===== config.mk =====
export PLATFORM = sky130hd
export DESIGN_NAME = calendar_date_time_counter_unit
export DESIGN_NICKNAME = d
export VERILOG_FILES = /design/src/hw/rtl/cdtc_pkg.sv /design/src/hw/rtl/cdtc_leap.sv /design/src/hw/rtl/cdtc_in_reg.sv /design/src/hw/rtl/cdtc_time.sv /design/src/hw/rtl/calendar_date_time_counter_unit.sv
export SDC_FILE = /design/constraint.sdc
export NUM_CORES = 1
export LEC_CHECK = 0
export BUFFER_PORTS_ARGS = -buffer_cell sky130_fd_sc_hd__buf_2
export CORE_MARGIN = 2
export CORE_UTILIZATION = 60
export DETAILED_ROUTE_END_ITERATION = 16
export MAX_ROUTING_LAYER = met4
export PLACE_DENSITY_LB_ADDON = 0.05
export SLEW_MARGIN = 20
export SYNTH_ARGS = -nofsm -noshare
export SYNTH_HDL_FRONTEND = slang
export SYNTH_HIERARCHICAL = 1
export SYNTH_SLANG_ARGS = --single-unit

===== constraint.sdc =====
create_clock -name i_clk -period 5.4 [get_ports i_clk]
set_input_delay 0 -clock i_clk [delete_from_list [all_inputs] [get_ports i_clk]]
set_output_delay 0 -clock i_clk [all_outputs]
set_load 0.1 [all_outputs]

===== src/hw/rtl/cdtc_pkg.sv =====
// ----------------------------------------------------------------------------
// cdtc_pkg
// shared types, field widths, calendar limits and the month length function
// ----------------------------------------------------------------------------
package cdtc_pkg;

    localparam int YEAR_W   = 16;
    localparam int MONTH_W  = 4;
    localparam int DAY_W    = 5;
    localparam int HOUR_W   = 5;
    localparam int MINUTE_W = 6;
    localparam int SECOND_W = 6;

    typedef enum logic {
        CMD_TICK = 1'b0,
        CMD_SET  = 1'b1
    } t_cmd;

    // one input beat as held in the input register, plus the leap flag of its year
    typedef struct packed {
        t_cmd                cmd;
        logic [YEAR_W-1:0]   set_year;
        logic [MONTH_W-1:0]  set_month;
        logic [DAY_W-1:0]    set_day;
        logic [HOUR_W-1:0]   set_hour;
        logic [MINUTE_W-1:0] set_minute;
        logic [SECOND_W-1:0] set_second;
        logic                set_leap;
    } t_item;

    localparam int YEAR_RESET = 2000;

    localparam logic [SECOND_W-1:0] SECOND_MAX = 6'd59;
    localparam logic [MINUTE_W-1:0] MINUTE_MAX = 6'd59;
    localparam logic [HOUR_W-1:0]   HOUR_MAX   = 5'd23;
    localparam logic [MONTH_W-1:0]  MONTH_MIN  = 4'd1;
    localparam logic [MONTH_W-1:0]  MONTH_FEB  = 4'd2;
    localparam logic [MONTH_W-1:0]  MONTH_MAX  = 4'd12;
    localparam logic [DAY_W-1:0]    DAY_MIN    = 5'd1;
    localparam logic [DAY_W-1:0]    FEB_LEAP   = 5'd29;
    localparam logic [DAY_W-1:0]    FEB_COMMON = 5'd28;
    localparam logic [DAY_W-1:0]    DAY_LONG   = 5'd31;

    localparam logic [DAY_W-1:0] MONTH_LEN [12] = '{
        5'd31, 5'd28, 5'd31, 5'd30, 5'd31, 5'd30,
        5'd31, 5'd31, 5'd30, 5'd31, 5'd30, 5'd31
    };

    // multiplicative inverse of 25 modulo 2^16, good for any narrower width too
    localparam logic [YEAR_W-1:0] INV25 = 16'h5C29;

    // month length; months outside 1..12 give 31
    function automatic logic [DAY_W-1:0] month_len(input logic [MONTH_W-1:0] m,
                                                   input logic leap);
        logic [DAY_W-1:0] len;
        logic [MONTH_W-1:0] idx;
        idx = m - MONTH_MIN;
        if (m == MONTH_FEB) begin
            len = leap ? FEB_LEAP : FEB_COMMON;
        end else if (m >= MONTH_MIN && m <= MONTH_MAX) begin
            len = MONTH_LEN[idx];
        end else begin
            len = DAY_LONG;
        end
        return len;
    endfunction

endpackage


===== src/hw/rtl/cdtc_leap.sv =====
// ----------------------------------------------------------------------------
// cdtc_leap
// gregorian leap year detect (4/100/400 rule) for a year of YEAR_BITS bits
// ----------------------------------------------------------------------------
module cdtc_leap #(
    parameter int YEAR_BITS = 16
) (
    input  logic [YEAR_BITS-1:0] i_year,
    output logic                 o_leap
);
    import cdtc_pkg::*;

    localparam logic [YEAR_BITS-1:0] Inv      = YEAR_BITS'(INV25);
    localparam logic [YEAR_BITS-1:0] Div25Max = YEAR_BITS'(((1 << YEAR_BITS) - 1) / 25);

    logic [YEAR_BITS-1:0] w_prod;
    logic                 w_div4;
    logic                 w_div16;
    logic                 w_div25;

    // exact divisibility by 25: odd-constant inverse multiply, then range check
    assign w_prod  = i_year * Inv;
    assign w_div25 = (w_prod <= Div25Max);
    assign w_div4  = (i_year[1:0] == 2'b00);
    assign w_div16 = (i_year[3:0] == 4'b0000);

    // div by 100 = div4 & div25, div by 400 = div16 & div25
    assign o_leap = (w_div4 && !w_div25) || (w_div16 && w_div25);

endmodule


===== src/hw/rtl/cdtc_in_reg.sv =====
// ----------------------------------------------------------------------------
// cdtc_in_reg
// input register stage; also works out the leap flag of the set year
// ----------------------------------------------------------------------------
module cdtc_in_reg #(
    parameter int YEAR_BITS = 16
) (
    input  logic                          i_clk,
    input  logic                          i_rst_n,
    input  logic                          i_valid,
    output logic                          o_stall,
    input  cdtc_pkg::t_cmd                i_cmd,
    input  logic [cdtc_pkg::YEAR_W-1:0]   i_set_year,
    input  logic [cdtc_pkg::MONTH_W-1:0]  i_set_month,
    input  logic [cdtc_pkg::DAY_W-1:0]    i_set_day,
    input  logic [cdtc_pkg::HOUR_W-1:0]   i_set_hour,
    input  logic [cdtc_pkg::MINUTE_W-1:0] i_set_minute,
    input  logic [cdtc_pkg::SECOND_W-1:0] i_set_second,
    input  logic                          i_next_ready,
    output logic                          o_item_vld,
    output cdtc_pkg::t_item               o_item
);
    import cdtc_pkg::*;

    logic  r_vld;
    t_item r_item;
    logic  w_set_leap;
    logic  w_load;

    cdtc_leap #(
        .YEAR_BITS (YEAR_BITS)
    ) u_leap (
        .i_year (i_set_year[YEAR_BITS-1:0]),
        .o_leap (w_set_leap)
    );

    assign o_stall = r_vld && !i_next_ready;
    assign w_load  = i_valid && !o_stall;

    always_ff @(posedge i_clk) begin
        if (!i_rst_n) begin
            r_vld <= 1'b0;
        end else if (w_load) begin
            r_vld <= 1'b1;
        end else if (i_next_ready) begin
            r_vld <= 1'b0;
        end
    end

    always_ff @(posedge i_clk) begin
        if (w_load) begin
            r_item.cmd        <= i_cmd;
            r_item.set_year   <= i_set_year;
            r_item.set_month  <= i_set_month;
            r_item.set_day    <= i_set_day;
            r_item.set_hour   <= i_set_hour;
            r_item.set_minute <= i_set_minute;
            r_item.set_second <= i_set_second;
            r_item.set_leap   <= w_set_leap;
        end
    end

    assign o_item_vld = r_vld;
    assign o_item     = r_item;

endmodule


===== src/hw/rtl/cdtc_time.sv =====
// ----------------------------------------------------------------------------
// cdtc_time
// time of day / date state, tick rollover and set check, result register
// ----------------------------------------------------------------------------
module cdtc_time #(
    parameter int YEAR_BITS = 16
) (
    input  logic                          i_clk,
    input  logic                          i_rst_n,
    input  logic                          i_item_vld,
    input  cdtc_pkg::t_item               i_item,
    output logic                          o_ready,
    output logic                          o_valid,
    input  logic                          i_stall,
    output logic                          o_accepted,
    output logic [cdtc_pkg::YEAR_W-1:0]   o_now_year,
    output logic [cdtc_pkg::MONTH_W-1:0]  o_now_month,
    output logic [cdtc_pkg::DAY_W-1:0]    o_now_day,
    output logic [cdtc_pkg::HOUR_W-1:0]   o_now_hour,
    output logic [cdtc_pkg::MINUTE_W-1:0] o_now_minute,
    output logic [cdtc_pkg::SECOND_W-1:0] o_now_second
);
    import cdtc_pkg::*;

    // time state
    logic [YEAR_BITS-1:0] r_year,   n_year;
    logic [MONTH_W-1:0]   r_month,  n_month;
    logic [DAY_W-1:0]     r_day,    n_day;
    logic [HOUR_W-1:0]    r_hour,   n_hour;
    logic [MINUTE_W-1:0]  r_minute, n_minute;
    logic [SECOND_W-1:0]  r_second, n_second;
    logic                 r_leap;
    logic                 n_accepted;

    // result register
    logic                 r_out_vld;
    logic                 r_res_accepted;
    logic [YEAR_BITS-1:0] r_res_year;
    logic [MONTH_W-1:0]   r_res_month;
    logic [DAY_W-1:0]     r_res_day;
    logic [HOUR_W-1:0]    r_res_hour;
    logic [MINUTE_W-1:0]  r_res_minute;
    logic [SECOND_W-1:0]  r_res_second;

    logic                 w_fire;
    logic                 w_set_ok;
    logic                 w_load_set;
    logic                 w_leap_cur;
    logic [DAY_W-1:0]     w_set_len;
    logic [DAY_W-1:0]     w_cur_len;
    logic [YEAR_BITS-1:0] w_set_year;

    // leap flag of the held year, refreshed every cycle; only february needs it
    cdtc_leap #(
        .YEAR_BITS (YEAR_BITS)
    ) u_leap (
        .i_year (r_year),
        .o_leap (w_leap_cur)
    );

    assign o_ready    = !r_out_vld || !i_stall;
    assign w_fire     = i_item_vld && o_ready;
    assign w_set_year = i_item.set_year[YEAR_BITS-1:0];
    assign w_set_len  = month_len(i_item.set_month, i_item.set_leap);
    assign w_cur_len  = month_len(r_month, r_leap);

    assign w_set_ok = (i_item.set_month >= MONTH_MIN) && (i_item.set_month <= MONTH_MAX) &&
                      (i_item.set_day >= DAY_MIN) && (i_item.set_day <= w_set_len) &&
                      (i_item.set_hour <= HOUR_MAX) && (i_item.set_minute <= MINUTE_MAX) &&
                      (i_item.set_second <= SECOND_MAX);

    assign w_load_set = w_fire && (i_item.cmd == CMD_SET) && w_set_ok;

    always_comb begin
        n_year     = r_year;
        n_month    = r_month;
        n_day      = r_day;
        n_hour     = r_hour;
        n_minute   = r_minute;
        n_second   = r_second;
        n_accepted = 1'b1;
        unique case (i_item.cmd)
            CMD_TICK: begin
                if (r_second != SECOND_MAX) begin
                    n_second = r_second + 6'd1;
                end else begin
                    n_second = '0;
                    if (r_minute != MINUTE_MAX) begin
                        n_minute = r_minute + 6'd1;
                    end else begin
                        n_minute = '0;
                        if (r_hour != HOUR_MAX) begin
                            n_hour = r_hour + 5'd1;
                        end else begin
                            n_hour = '0;
                            if (r_day != w_cur_len) begin
                                n_day = r_day + 5'd1;
                            end else begin
                                n_day = DAY_MIN;
                                if (r_month != MONTH_MAX) begin
                                    n_month = r_month + 4'd1;
                                end else begin
                                    n_month = MONTH_MIN;
                                    n_year  = r_year + YEAR_BITS'(1);
                                end
                            end
                        end
                    end
                end
            end
            CMD_SET: begin
                if (w_set_ok) begin
                    n_year   = w_set_year;
                    n_month  = i_item.set_month;
                    n_day    = i_item.set_day;
                    n_hour   = i_item.set_hour;
                    n_minute = i_item.set_minute;
                    n_second = i_item.set_second;
                end else begin
                    n_accepted = 1'b0;
                end
            end
            default: begin
                n_accepted = 1'b0;
            end
        endcase
    end

    always_ff @(posedge i_clk) begin
        if (!i_rst_n) begin
            r_year   <= YEAR_BITS'(YEAR_RESET);
            r_month  <= MONTH_MIN;
            r_day    <= DAY_MIN;
            r_hour   <= '0;
            r_minute <= '0;
            r_second <= '0;
            r_leap   <= 1'b1;    // 2000 is a leap year
        end else begin
            if (w_fire) begin
                r_year   <= n_year;
                r_month  <= n_month;
                r_day    <= n_day;
                r_hour   <= n_hour;
                r_minute <= n_minute;
                r_second <= n_second;
            end
            // a set may land on february right away, so take its flag directly
            if (w_load_set) begin
                r_leap <= i_item.set_leap;
            end else begin
                r_leap <= w_leap_cur;
            end
        end
    end

    always_ff @(posedge i_clk) begin
        if (!i_rst_n) begin
            r_out_vld <= 1'b0;
        end else if (w_fire) begin
            r_out_vld <= 1'b1;
        end else if (!i_stall) begin
            r_out_vld <= 1'b0;
        end
    end

    always_ff @(posedge i_clk) begin
        if (w_fire) begin
            r_res_accepted <= n_accepted;
            r_res_year     <= n_year;
            r_res_month    <= n_month;
            r_res_day      <= n_day;
            r_res_hour     <= n_hour;
            r_res_minute   <= n_minute;
            r_res_second   <= n_second;
        end
    end

    assign o_valid      = r_out_vld;
    assign o_accepted   = r_res_accepted;
    assign o_now_year   = YEAR_W'(r_res_year);
    assign o_now_month  = r_res_month;
    assign o_now_day    = r_res_day;
    assign o_now_hour   = r_res_hour;
    assign o_now_minute = r_res_minute;
    assign o_now_second = r_res_second;

    a_time_legal: assert property (@(posedge i_clk) disable iff (!i_rst_n)
        r_second <= SECOND_MAX && r_minute <= MINUTE_MAX && r_hour <= HOUR_MAX &&
        r_month >= MONTH_MIN && r_month <= MONTH_MAX && r_day >= DAY_MIN)
        else $error("time state out of range");

    a_tick_accepted: assert property (@(posedge i_clk) disable iff (!i_rst_n)
        w_fire && i_item.cmd == CMD_TICK |=> r_res_accepted)
        else $error("tick beat reported as rejected");

    a_reject_holds: assert property (@(posedge i_clk) disable iff (!i_rst_n)
        w_fire && i_item.cmd == CMD_SET && !w_set_ok |=>
        $stable(r_year) && $stable(r_month) && $stable(r_day) &&
        $stable(r_hour) && $stable(r_minute) && $stable(r_second))
        else $error("rejected set changed the time");

    a_result_tracks_state: assert property (@(posedge i_clk) disable iff (!i_rst_n)
        w_fire |=> r_res_year == r_year && r_res_day == r_day && r_res_second == r_second)
        else $error("result beat differs from time state");

endmodule


===== src/hw/rtl/calendar_date_time_counter_unit.sv =====
// ----------------------------------------------------------------------------
// calendar_date_time_counter_unit
// gregorian real-time calendar counter with tick and checked set
// ----------------------------------------------------------------------------
// usage
//   input channel (i_valid / o_stall): each beat is a command. cmd tick
//   advances the time by one second with rollover through minutes, hours,
//   days (gregorian month lengths, 4/100/400 leap rule), months and years;
//   the year wraps to 0 past 2^YEAR_BITS - 1. cmd set loads all fields only
//   if every field is legal, otherwise the time stays as it was.
//   output channel (o_valid / i_stall): one beat per input beat, in order,
//   carrying the accepted flag and the time after that command.
//   an accepted input beat passes the input register, then the result
//   register, on its way to o_valid; throughput: one beat per cycle while
//   i_stall is low, as each update of the time registers is combinational.
//   reset (synchronous, active low) sets 2000-01-01 00:00:00 and empties
//   both stages. while i_stall is high the result beat holds; one more input
//   beat is still taken if the input register is empty, after that o_stall rises.
//   set_year above YEAR_BITS bits is cut to its low YEAR_BITS bits.
// ----------------------------------------------------------------------------
module calendar_date_time_counter_unit #(
    parameter int YEAR_BITS = 16
) (
    input  logic                          i_clk,
    input  logic                          i_rst_n,
    // input channel
    input  logic                          i_valid,
    output logic                          o_stall,
    input  logic                          i_cmd,
    input  logic [cdtc_pkg::YEAR_W-1:0]   i_set_year,
    input  logic [cdtc_pkg::MONTH_W-1:0]  i_set_month,
    input  logic [cdtc_pkg::DAY_W-1:0]    i_set_day,
    input  logic [cdtc_pkg::HOUR_W-1:0]   i_set_hour,
    input  logic [cdtc_pkg::MINUTE_W-1:0] i_set_minute,
    input  logic [cdtc_pkg::SECOND_W-1:0] i_set_second,
    // output channel
    output logic                          o_valid,
    input  logic                          i_stall,
    output logic                          o_accepted,
    output logic [cdtc_pkg::YEAR_W-1:0]   o_now_year,
    output logic [cdtc_pkg::MONTH_W-1:0]  o_now_month,
    output logic [cdtc_pkg::DAY_W-1:0]    o_now_day,
    output logic [cdtc_pkg::HOUR_W-1:0]   o_now_hour,
    output logic [cdtc_pkg::MINUTE_W-1:0] o_now_minute,
    output logic [cdtc_pkg::SECOND_W-1:0] o_now_second
);
    import cdtc_pkg::*;

    // handoff between input register and time update stage
    logic  w_item_vld;
    logic  w_time_ready;
    t_item w_item;
    t_cmd  w_cmd;

    assign w_cmd = t_cmd'(i_cmd);

    // input register: holds one beat and its set-year leap flag
    cdtc_in_reg #(
        .YEAR_BITS (YEAR_BITS)
    ) u_in_reg (
        .i_clk        (i_clk),
        .i_rst_n      (i_rst_n),
        .i_valid      (i_valid),
        .o_stall      (o_stall),
        .i_cmd        (w_cmd),
        .i_set_year   (i_set_year),
        .i_set_month  (i_set_month),
        .i_set_day    (i_set_day),
        .i_set_hour   (i_set_hour),
        .i_set_minute (i_set_minute),
        .i_set_second (i_set_second),
        .i_next_ready (w_time_ready),
        .o_item_vld   (w_item_vld),
        .o_item       (w_item)
    );

    // time state update and result register
    cdtc_time #(
        .YEAR_BITS (YEAR_BITS)
    ) u_time (
        .i_clk        (i_clk),
        .i_rst_n      (i_rst_n),
        .i_item_vld   (w_item_vld),
        .i_item       (w_item),
        .o_ready      (w_time_ready),
        .o_valid      (o_valid),
        .i_stall      (i_stall),
        .o_accepted   (o_accepted),
        .o_now_year   (o_now_year),
        .o_now_month  (o_now_month),
        .o_now_day    (o_now_day),
        .o_now_hour   (o_now_hour),
        .o_now_minute (o_now_minute),
        .o_now_second (o_now_second)
    );

endmodule

==> results_dict.tcl <==
set metrics [dict create \
    yosysTopAreaCell "edfxtp_1" \
    period_share_pct 82.3 \
    ios 92 \
    dr.pass1.iters 7 \
    ant_nets 0 \
    ir_worst_vdd_mv 0.252 \
    synth.area.top_cells "edfxtp_1, ha_1, dfxtp_1" \
    async_reset_ff_share_pct 0 \
    fp.dieH_um 132 \
    post-route-drc-count 0 \
    syn-cell-area_um2 9810 \
    grt_max_degree 49 \
    path_clk_slew_ns 0.06 \
    hold_class "in2reg" \
    gp_congestion 0.910 \
    maxSlewViolCount 0 \
    cp.arrival_ns 4.71 \
    tightest_slew_ns 1.07 \
    start_util_pct 61.6 \
    final_nets 1315 \
    drive_gt1_share_pct 15.8 \
    grt.total_usage_pct 28.5 \
    cts_tree "built" \
    max_freq_mhz 225 \
    maxCapViolCount 0 \
    worstSkewPairLatency_ns 0.42 \
    syn2layout_area_growth_pct 17.2 \
    grt_pass1_vias 7489 \
    synth-main-ff-cell "edfxtp_1" \
    vias 7856 \
    finish.instance_area_um2 11500 \
    ys_warn_count 6 \
    maxSlewHeadroom_pct 28.5 \
    drt_iter0_drc 721 \
    cts_made_buffers 17 \
    dieArea_um2 17400 \
    synth_seq_cells 132 \
    final.setup.tns_ns 0 \
    fin_skew_ns 0.0119 \
    gr-total-overflow 0 \
    routed_via_density 5.93 \
    synth_enable_flop_cells 87 \
    seq_area_frac_synth_pct 35.8 \
    cts.path.max_buffers 2 \
    dpl-instance-area_um2 10500 \
    place_hpwl_um 16400 \
    cp-start-kind "flip-flop" \
    syn_area_per_cell_um2 10.2 \
    synth_fp_nets 1184 \
    yosys.cell_types.count 91 \
    end_kind "flip-flop" \
    rows 46 \
    grt_pass1_wl_um 38100 \
    hold_viol_final 0 \
    htree_num_levels 4 \
    rsz0062_at_grt "no" \
    die_x_um 132 \
    p_leak_nw 5.11 \
    wl_per_cell_um 17.8 \
    cts-root-buf "clkbuf_16" \
    critPathRequiredTime_ns 5.67 \
    cts_sinks 132 \
    design.core.area_um2 15900 \
    finalSetupViolCount 0 \
    diodes 0 \
    criticalPathCategory "reg2reg" \
    post_cts_buffers 0 \
    portBuffers 91 \
    p_per_area_nw_per_um2 313 \
    wl_um 23500 \
    synth_top_cell_area_share_pct 26.6 \
    syn_inst 965 \
    critPathMaxFanout 9 \
    antenna_found_initial 0 \
    status "complete, no violations" \
    fin_crit_ns 4.44 \
]
## area by class of cell
| cell class | count | area, um2 |
|---|---|---|
| clock inverters | 15 | 139 |
| multi-input cells | 678 | 5720 |
| inverters | 120 | 450 |
| fillers | 1214 | 4440 |
| well taps | 216 | 270 |
| flip-flops and latches | 132 | 3510 |
| repair buffers | 147 | 988 |
| clock buffers | 17 | 425 |
## stage by stage
stage          instances  total power [mW]  util [%]  hold slack [ns]  setup slack (ns)
2_1_floorplan        965              2.20         -           0.0989              1.14
3_5_place_dp        1248              2.48      65.8            0.178             0.940
3_3_place_gp        1248              2.45      65.8            0.176             0.999
5_1_grt             1325              3.84      72.2           0.0178             0.705
6_report            1325              3.60      72.2           0.0377             0.958
4_1_cts             1325              3.61      72.2          0.00800             0.940
## state kept, by name, indices dropped and copies added (netlist names), 4 cells and up
name                 count
u_time/o_now_second      6
u_time/o_now_year       16
u_time/r_minute          6
u_time/r_month           4
u_time/r_second          6
u_time/r_day             5
u_in_reg/o_item         44
u_time/o_now_hour        5
u_time/r_hour            5
u_time/r_year           16
u_time/o_now_day         5
u_time/o_now_month       4
u_time/o_now_minute      6
## per-layer routing
metal / vias to the layer above / global-route usage, % / routed length, um / part of all wire [%]
met5: - / - / 0 / 0
met4: 0 / 9.18 / 459 / 2.0
met1: 3747 / 36.5 / 9970 / 42
li1: 3747 / - / - / -
met3: 39 / 5.00 / 1600 / 6.8
met2: 323 / 46.2 / 11500 / 49
## cell families after synthesis
kind of cell    Yosys count  share of synthesized area, %
buf+inv                 155                          6.09
flops                   132                          35.8
xor+xnor                 31                          3.76
compound gates          192                          14.5
simple gates            272                          13.9
mux                      11                          1.26
fa+ha+maj               172                          24.7
## placed cells by master (no fill, tap or decap), types with 6 or more instances in the layout
cell and instances:
nand2_1 76, nor4_1 6, nand3_1 25, xnor3_1 6
ha_1 136, mux2i_1 9, nand2b_1 6, edfxtp_1 87
buf_2 91, o31ai_1 6, o21ai_0 32, xnor2_1 17
dfxtp_1 45, xor2_1 6, a211oi_1 8, fa_1 36
buf_4 11, a21oi_1 37, dlygate4sd3_1 45, clkbuf_16 17
a31oi_1 9, o211ai_1 6, nor3_1 30, inv_1 118
and3_1 11, nor2_1 63, a21o_1 6, nand4_1 12
a221o_1 8
## report_power, final
| part | internal [mW] | leakage (nW) | switching [mW] |
|---|---|---|---|
| sequential | 1.15 | 1.20 | 0.0489 |
| clock | 0.609 | 0.275 | 0.501 |
| combinational | 0.543 | 3.63 | 0.750 |
## critical path, stage by stage, from the launching register on
cell	delay [ns]
dfxtp_1	0.55
ha_1	0.31
ha_1	0.27
inv_1	0.05
fa_1	0.52
fa_1	0.56
inv_1	0.06
fa_1	0.47
ha_1	0.22
xnor2_1	0.18
xnor2_1	0.16
xnor3_1	0.36
a311oi_1	0.29
a41oi_1	0.14
nand2_1	0.07
o211ai_1	0.10
## what timing repair did
item	CTS	global route
hold buffers	45	0
gates resized for setup	0	0
endpoints found under the hold margin	45	0
## final timing paths
kind / from / end / slack (ns) / depth (start not counted)
max: u_time/r_year[4] / u_time/r_leap / 0.96 / 15
min: i_rst_n / u_time/r_year[10] / 0.04 / 2
max reg2reg: u_time/r_year[4] / u_time/r_leap / 0.96 / 15
min reg2reg: u_time/r_hour[1] / u_time/r_hour[1] / 0.50 / 2
## cell usage after synthesis, types with 4 or more instances
library cell,count
a311oi_1,5
buf_2,4
xnor2_1,17
or3_1,5
clkbuf_1,26
nor4_1,6
ha_1,136
a221o_1,8
a21oi_1,37
xnor3_1,6
nor2_1,63
nand3_1,25
xor2_1,6
nor3_1,30
o31ai_1,6
nand2b_1,6
edfxtp_1,87
a31oi_1,9
a41oi_1,4
and3_1,11
and2_1,5
fa_1,36
nand2_1,76
dfxtp_1,45
a22oi_1,5
o21a_1,4
o211ai_1,6
o211a_1,4
a211oi_1,8
o21ai_0,32
nand4_1,12
a21o_1,6
o21bai_1,5
a31o_2,4
o221a_2,5
inv_1,119
nor2b_1,5
a221oi_1,4
mux2i_1,9
o21ai_1,5
Power figures use the tool's default switching activity.
